**src/hdl/mmrp_pkg.sv**
```systemverilog
package mmrp_pkg;

    // Frame layout
    localparam int FRAME_BYTES = 37;
    localparam int POS_W       = 6;
    localparam int DATA_FIRST  = 3;
    localparam int CRC_LO_POS  = FRAME_BYTES - 2;
    localparam int CRC_HI_POS  = FRAME_BYTES - 1;

    // Kept meter registers: 0, 1, 2, 4 and 7
    localparam int WORD_W     = 32;
    localparam int KEPT_COUNT = 5;
    localparam int SLOT_W     = 3;
    localparam int REG_NUM_W  = 3;

    localparam logic [SLOT_W-1:0] SLOT_NONE = SLOT_W'(KEPT_COUNT);

    // CRC-16/MODBUS
    localparam logic [15:0] CRC_INIT = 16'hFFFF;
    localparam logic [15:0] CRC_POLY = 16'hA001;

    typedef logic [POS_W-1:0]  pos_t;
    typedef logic [WORD_W-1:0] word_t;
    typedef logic [15:0]       crc_t;

    // One byte through the reflected CRC, bit by bit
    function automatic crc_t crc16_byte(input crc_t crc, input logic [7:0] b);
        crc_t c;
        c = crc ^ {8'h00, b};
        for (int k = 0; k < 8; k++) begin
            if (c[0]) begin
                c = (c >> 1) ^ CRC_POLY;
            end else begin
                c = c >> 1;
            end
        end
        return c;
    endfunction

    // Slot for a meter register number, SLOT_NONE if it is not kept
    function automatic logic [SLOT_W-1:0] slot_of(input logic [REG_NUM_W-1:0] r);
        logic [SLOT_W-1:0] s;
        unique case (r)
            3'd0:    s = SLOT_W'(0);
            3'd1:    s = SLOT_W'(1);
            3'd2:    s = SLOT_W'(2);
            3'd4:    s = SLOT_W'(3);
            3'd7:    s = SLOT_W'(4);
            default: s = SLOT_NONE;
        endcase
        return s;
    endfunction

endpackage

```
**src/hdl/modbus_meter_reply_parser.sv**
```systemverilog
// Checks a 37-byte Modbus RTU meter reply, one byte per item on the slave side
// (s_tuser high marks byte 0; after reset the first byte counts as byte 0 anyway).
// CRC-16/MODBUS runs over bytes 0..34 and is compared with the little-endian CRC
// in bytes 35..36; the big-endian 32-bit registers 0, 1, 2, 4 and 7 from bytes
// 3..34 are kept. After byte 36 one item leaves on the master side: m_tuser is the
// CRC pass flag and m_tdata the five counts, all zero on a CRC error. A start mark
// mid-frame drops the partial frame; bytes after a complete frame without a start
// mark are ignored. The block takes one byte every clock; after its last byte is accepted a
// result passes through the input register and then the result register, with the
// CRC compare on the held byte feeding the result register. Input stalls
// only while the final byte of a frame waits behind an untaken result.
module modbus_meter_reply_parser
    import mmrp_pkg::*;
(
    input  logic                         aclk,
    input  logic                         aresetn,
    input  logic                         s_tvalid,
    output logic                         s_tready,
    input  logic [7:0]                   s_tdata,   // [7:0] rx_byte
    input  logic                         s_tuser,   // [0] start_of_frame
    output logic                         m_tvalid,
    input  logic                         m_tready,
    output logic [KEPT_COUNT*WORD_W-1:0] m_tdata,   // voltage, current, power,
                                                    // power_factor, frequency
    output logic                         m_tuser    // [0] frame_ok
);

    // Input register
    logic       in_vld_reg, in_vld_next;
    logic [7:0] in_byte_reg;
    logic       in_sof_reg;

    // Frame state
    pos_t   pos_reg, pos_next;
    crc_t   crc_reg, crc_next;
    word_t  word_reg, word_next;
    logic [7:0] crc_lo_reg, crc_lo_next;
    word_t  kept_reg [KEPT_COUNT];
    word_t  kept_next [KEPT_COUNT];

    // Result register
    logic                         m_vld_reg, m_vld_next;
    logic                         ok_reg, ok_next;
    logic [KEPT_COUNT*WORD_W-1:0] m_data_reg, m_data_next;

    // Working signals
    pos_t              pos_eff, off;
    crc_t              crc_eff, rx_crc;
    word_t             word_eff, word_new;
    logic              active, emit, in_go, in_data, ok;
    logic [SLOT_W-1:0] slot;

    // Frame decode for the held byte
    always_comb begin
        pos_eff  = in_sof_reg ? '0 : pos_reg;
        crc_eff  = in_sof_reg ? CRC_INIT : crc_reg;
        word_eff = in_sof_reg ? '0 : word_reg;
        active   = pos_eff < POS_W'(FRAME_BYTES);
        emit     = active && (pos_eff == POS_W'(CRC_HI_POS));
        in_go    = in_vld_reg && (!emit || !m_vld_reg || m_tready);
        off      = pos_eff - POS_W'(DATA_FIRST);
        word_new = {word_eff[WORD_W-9:0], in_byte_reg};
        in_data  = active && (pos_eff >= POS_W'(DATA_FIRST))
                   && (pos_eff < POS_W'(CRC_LO_POS));
        slot     = slot_of(off[4:2]);
        rx_crc   = {in_byte_reg, crc_lo_reg};
        ok       = rx_crc == crc_eff;
    end

    assign s_tready    = !in_vld_reg || in_go;
    assign in_vld_next = s_tready ? s_tvalid : in_vld_reg;

    // Next frame state
    always_comb begin
        pos_next    = pos_reg;
        crc_next    = crc_reg;
        word_next   = word_reg;
        crc_lo_next = crc_lo_reg;
        kept_next   = kept_reg;
        if (in_go) begin
            pos_next  = pos_eff;
            crc_next  = crc_eff;
            word_next = word_eff;
            if (active) begin
                pos_next = pos_eff + POS_W'(1);
                if (pos_eff < POS_W'(CRC_LO_POS)) begin
                    crc_next = crc16_byte(crc_eff, in_byte_reg);
                end
                if (in_data) begin
                    word_next = word_new;
                    if (off[1:0] == 2'b11 && slot != SLOT_NONE) begin
                        kept_next[slot] = word_new;
                    end
                end
                if (pos_eff == POS_W'(CRC_LO_POS)) begin
                    crc_lo_next = in_byte_reg;
                end
            end
        end
    end

    // Next result
    always_comb begin
        m_vld_next  = m_vld_reg && !m_tready;
        ok_next     = ok_reg;
        m_data_next = m_data_reg;
        if (in_go && emit) begin
            m_vld_next = 1'b1;
            ok_next    = ok;
            for (int i = 0; i < KEPT_COUNT; i++) begin
                m_data_next[i*WORD_W +: WORD_W] = ok ? kept_reg[i] : '0;
            end
        end
    end

    // Control registers
    always_ff @(posedge aclk) begin
        if (!aresetn) begin
            in_vld_reg <= 1'b0;
            m_vld_reg  <= 1'b0;
            pos_reg    <= '0;
            crc_reg    <= CRC_INIT;
            word_reg   <= '0;
            crc_lo_reg <= '0;
        end else begin
            in_vld_reg <= in_vld_next;
            m_vld_reg  <= m_vld_next;
            pos_reg    <= pos_next;
            crc_reg    <= crc_next;
            word_reg   <= word_next;
            crc_lo_reg <= crc_lo_next;
        end
    end

    // Payload registers
    always_ff @(posedge aclk) begin
        if (s_tready) begin
            in_byte_reg <= s_tdata;
            in_sof_reg  <= s_tuser;
        end
        kept_reg   <= kept_next;
        ok_reg     <= ok_next;
        m_data_reg <= m_data_next;
    end

    assign m_tvalid = m_vld_reg;
    assign m_tdata  = m_data_reg;
    assign m_tuser  = ok_reg;

endmodule

```
**config.mk**
```make
export PLATFORM = sky130hd
export DESIGN_NAME = modbus_meter_reply_parser
export DESIGN_NICKNAME = d
export VERILOG_FILES = /design/src/hdl/mmrp_pkg.sv /design/src/hdl/modbus_meter_reply_parser.sv
export SDC_FILE = /design/constraint.sdc
export NUM_CORES = 1
export LEC_CHECK = 0
export ABC_AREA = 0
export BUFFER_PORTS_ARGS = -buffer_cell sky130_fd_sc_hd__clkbuf_2
export CORE_AREA = 2 2 156 158
export DETAILED_ROUTE_END_ITERATION = 16
export DIE_AREA = 0 0 158 160
export PLACE_DENSITY = 0.86
export SETUP_SLACK_MARGIN = 0.1
export SYNTH_ARGS = -nofsm -noshare
export SYNTH_HDL_FRONTEND = slang
export SYNTH_SLANG_ARGS = --single-unit
```
**constraint.sdc**
```tcl
create_clock -name aclk -period 15.2 [get_ports aclk]
set_input_delay 3.04 -clock aclk [delete_from_list [all_inputs] [get_ports aclk]]
set_output_delay 3.04 -clock aclk [all_outputs]
set_load 0.005 [all_outputs]
```
# ---- Word level (Yosys, flattened, before mapping)
# Cells that the tools add are included.
dict set report totals {
  register_bits 394
  latchBits 0
  mem_bits_rw 0
  romBits 0
  inputBits 13
  out_inout_bits 163
  word_cells 101
  memories 0
}
dict set report op_classes {
  add_sub_neg 2
  multipliers 0
  div 0
  order_cmp 5
  eq_ne 9
  shift 0
  mux 42
  bitwise_logic 10
  n_reduce_logical 18
}
# cell n
set op_table {}
lappend op_table {{$mux W16} 32}
lappend op_table {{$bwmux W160} 1}
lappend op_table {{$mux W32} 4}
lappend op_table {{$demux W32 S3} 1}
lappend op_table {{$not A2 Y3} 8}
lappend op_table {{$eq A16 B16 Y1} 1}
lappend op_table {{$xor A16 B8 Y16} 1}
lappend op_table {{$pmux W3 S5} 1}
lappend op_table {{$eq A6 B6 Y1 const B} 2}
lappend op_table {{$lt A6 B6 Y1 const B} 2}
lappend op_table {{$mux W6} 2}
lappend op_table {{$logic_and A1 B1 Y1} 8}
lappend op_table {{$add A6 B1 Y6 const B} 1}
lappend op_table {{$eq A3 B3 Y1 const B} 2}
lappend op_table {{$ge A6 B2 Y1 const B} 1}
lappend op_table {{$sub A5 B2 Y5 const B} 1}
lappend op_table {{$ge A4 B4 Y1 const B} 1}
lappend op_table {{$logic_not A1 Y1} 4}
lappend op_table {{$lt A4 B1 Y1 const B} 1}
lappend op_table {{$not A3 Y4} 1}
lappend op_table {{$reduce_and A4 Y1} 1}
lappend op_table {{$eq A3 B1 Y1 const B} 1}
lappend op_table {{$eq A3 B2 Y1 const B} 1}
lappend op_table {{$logic_not A3 Y1} 1}
lappend op_table {{5 further kinds} 7}

# ---- Longest topological paths before layout
dict set report depth {
  word_depth 42
  mapped_depth 14
  mapped_depth_nobuf 10
}

# ---- Worst setup path after synthesis
# No wires, ideal clock.
dict set report synth_timing {
  path_kind {input port to flip-flop}
  from {input port m_tready}
  to {register m_data_reg[0] (netlist: m_tdata[0]) (enable)}
  setup_time_ps 542
  t_arrival_ps 7174
  t_required_ps 14658
  setup_slack_ps 7484
  path_stages 4
  n_path_buf 0
  cell_sequence {nor2b_1 -> nand3_1 -> o211a_4 -> and3_1}
}
dict set report synth_via {
  elab_chain_len 3
}
# item line_no
set synth_lines {}
lappend synth_lines {{start: declaration} modbus_meter_reply_parser.sv:22} ;# input logic m_tready,
lappend synth_lines {{$logic_or A1 B1 Y1} modbus_meter_reply_parser.sv:60} ;# in_go = in_vld_reg && (!emit || !m_vld_reg || m_tready);
lappend synth_lines {{$logic_and A1 B1 Y1} modbus_meter_reply_parser.sv:60}
lappend synth_lines {{$logic_and A1 B1 Y1} modbus_meter_reply_parser.sv:107} ;# if (in_go && emit) begin
lappend synth_lines {{end signal: assignment} modbus_meter_reply_parser.sv:143} ;# m_data_reg <= m_data_next;
lappend synth_lines {{end: declaration} modbus_meter_reply_parser.sv:44} ;# logic [KEPT_COUNT*WORD_W-1:0] m_data_reg, m_data_next;
# Every way passes these cells.
# A chain may end at the register's enable or synchronous reset.

# ---- Final worst setup path
dict set report layout_timing {
  from {input port m_tready}
  to {output port s_tready}
}
dict set report layout_via {
  elab_chain_len 3
}
# item line_no
set layout_lines {}
lappend layout_lines {{$logic_or A1 B1 Y1} modbus_meter_reply_parser.sv:60}
lappend layout_lines {{$logic_and A1 B1 Y1} modbus_meter_reply_parser.sv:60}
lappend layout_lines {{$logic_or A1 B1 Y1} modbus_meter_reply_parser.sv:70} ;# assign s_tready = !in_vld_reg || in_go;
lappend layout_lines {{end: declaration} modbus_meter_reply_parser.sv:18} ;# output logic s_tready,
# Every way passes these cells.

==> flow_metrics.py <==
metrics = {
    "status": {
        "status": "completed",
    },
    "timing": {
        "post-route-period-util_pct": 45.7,
        "hold_viol_final": 0,
        "tightest_slew_ns": 1.18,
        "max_freq_mhz": 144,
        "rsz0062_at_grt": "no",
        "min_period_ns": 6.95,
        "final_max_slew_viol_count": 0,
        "hold_ws_ns": 0.515,
        "report.final.setup_viol": 0,
        "tns_ns": 0,
        "max_slew_margin_pct": 21.5,
        "worst_clock_skew_ns": 0.0166,
    },
    "die": {
        "initial_core_util_pct": 60.9,
        "fp.dieW_um": 158,
        "ioPinCount": 176,
        "num_rows": 57,
        "die_y_um": 160,
        "dieArea_mm2": 0.0253,
        "fp.coreArea_mm2": 0.0238,
    },
    "synth": {
        "yosysSeqAreaShare_pct": 76.1,
        "ys_top_cells_by_area": "edfxtp_1, dfxtp_1, and2_1, nor2b_1, xnor2_1",
        "synth_seq_cells": 386,
        "syn_inst": 913,
        "synth_common_cells": "edfxtp_1, and2_1, nor2b_1",
        "synth_largest_area_cell": "edfxtp_1",
        "synth.most_common_cell": "edfxtp_1",
        "synth_edf_count": 330,
        "syn_area_mm2": 0.0145,
        "syn_nets": 928,
        "synth.distinct_cells": 59,
        "async_flop_share_pct": 0,
        "synth_top_area_share_pct": 68.4,
        "syn-mean-instance-area_um2": 15.9,
        "synth_ff_type": "edfxtp_1",
        "ys_warn_count": 0,
    },
    "clock_network": {
        "ctsResizeCount": 0,
        "cts_buffers": 38,
        "postCtsSetupBuffers": 0,
        "cts_sinks": 386,
        "cts.hold.buffers_added": 0,
        "clock_latency_ns": 0.52,
        "htreeDepth": 2,
        "root_buffer": "clkbuf_16",
        "clk_pin_slew_ns": 0.06,
        "cts_tree": "yes",
        "clockBufferDepth": 3,
    },
    "grt": {
        "globalRouteTotalUtil_pct": 23.0,
        "globalRouteOverflowTotal": 0,
        "grt_start_max_net_pins": 162,
        "antenna_found_initial": 0,
        "grt_pass1_wl_um": 43900,
        "grt_pass1_vias": 7886,
    },
    "detailed_routing": {
        "ant_nets": 0,
        "drc": 0,
        "wl_um": 28500,
        "wl_per_cell_um": 19.8,
        "vias_per_cell": 5.50,
        "vias": 7895,
        "dr.pass1.iters": 7,
        "drt_iter0_drc": 636,
    },
    "critical_path": {
        "crit_required_ns": 12.16,
        "crit_path_end": "s_tready",
        "regToRegEndpoint": "kept_reg[5]",
        "worst_ep_arrival_time_ns": 3.91,
        "r2r_cells": 9,
        "critPathLaunch": "m_tready",
        "path_class": "in -> out",
        "r2r_slack_ns": 11.07,
        "worstPathMaxFanout": 11,
        "cp-start-kind": "input pin",
        "regToRegStartpoint": "in_sof_reg",
        "cp-end-kind": "output port",
    },
    "power": {
        "powerDensity_mw_per_mm2": 124,
        "fin_total_pwr_w": 0.00208,
        "power_leakage_nw": 6.12,
        "max-vdd-ir-drop_uv": 70.3,
    },
    "finish": {
        "fill_cells": 1450,
        "layout.nets": 1097,
        "antenna_cells": 0,
        "synthToLayoutAreaGrowth_pct": 15.4,
        "drive_gt1_share_pct": 23.3,
        "design_area_mm2": 0.0167,
    },
    "place": {
        "gp_congestion": 0.813,
        "place_area_mm2": 0.0155,
        "hpwl_um": 16400,
        "port_buffers": 175,
    },
    "worst_hold_path": {
        "min_path_type": "reg -> reg",
    },
    "flow_run": {
        "cap_violations": 0,
    },
}
cells by family (layout without fill, tap and decap cells):
| group | after synthesis | in the layout | share of synthesized area (%) |
|---|---|---|---|
| muxes | 11 | 11 | 0.768 |
| AOI/OAI and AO/OA | 86 | 86 | 4.14 |
| xor gates and xnor gates | 44 | 44 | 3.00 |
| DFF | 386 | 386 | 76.1 |
| adders and majority gates | 2 | 2 | 0.224 |
| buffers and inverters | 60 | 258 | 2.46 |
| and+or+nand+nor | 324 | 324 | 13.3 |
metrics by stage:
step / utilization (%) / instances / setup slack, ns
floorplan: - / 913 / 7.48
global placement: 65.2 / 1366 / 8.28
detailed placement: 65.2 / 1366 / 8.26
CTS: 70.2 / 1435 / 8.26
global route: 70.2 / 1435 / 8.18
finish: 70.2 / 1435 / 8.25
final cells by class:
cell class,count,area [um^2],share of cell area (%)
timing repair buffer,184,943,5.64
sequential,386,11000,66.0
inverter,5,18.8,0.112
tap,324,405,2.42
clock buffer,41,983,5.88
clock inverter,28,198,1.18
multi-input combinational,467,3140,18.8
critical path, stage by stage:
cell and delay [ns]:
clkbuf_2 0.08, nor2b_1 0.20, and4_1 0.22, o21ai_1 0.06
buf_4 0.19, clkbuf_2 0.12
routing by layer:
layer	part of all wire (%)	vias up	track usage (%)
met5	0	-	0
met4	3.5	0	9.75
met3	6.5	77	4.04
met2	51	352	38.3
met1	39	3854	29.9
li1	-	3612	-
cells in the final DEF, fill, tap and decap left out, drive strengths merged, types with 14 or more instances in the layout:
cell | synthesis | routed
clkbuf | 20 | 216
nor2 | 29 | 29
o211ai | 14 | 14
edfxtp | 330 | 330
nor2b | 65 | 65
clkinv | 0 | 21
and2 | 162 | 162
xor2 | 14 | 14
dfxtp | 56 | 56
xnor2 | 27 | 27
nand2 | 25 | 25
a22oi | 25 | 25
a21oi | 15 | 15
worst min path at each step:
stage,startpoint,endpoint,slack (ns),depth (start not counted)
detailed placement,word_reg[23],word_reg[23],0.50,2
floorplan,word_reg[16],word_reg[16],0.48,2
global route,kept_reg[38],m_tdata[102],0.53,1
CTS,kept_reg[102],m_tdata[38],0.51,1
finish,kept_reg[91],m_tdata[91],0.51,1
global placement,word_reg[23],word_reg[23],0.49,2
report_power, final:
group | leakage [nW] | internal [W] | switching [W]
Clock | 0.584 | 0.000505 | 0.000384
Sequential | 3.57 | 0.00114 | 0.0000112
Combinational | 1.97 | 0.0000214 | 0.0000200
Total | 6.12 | 0.00167 | 0.000415
No activity file was read; power rests on OpenSTA's default activity.
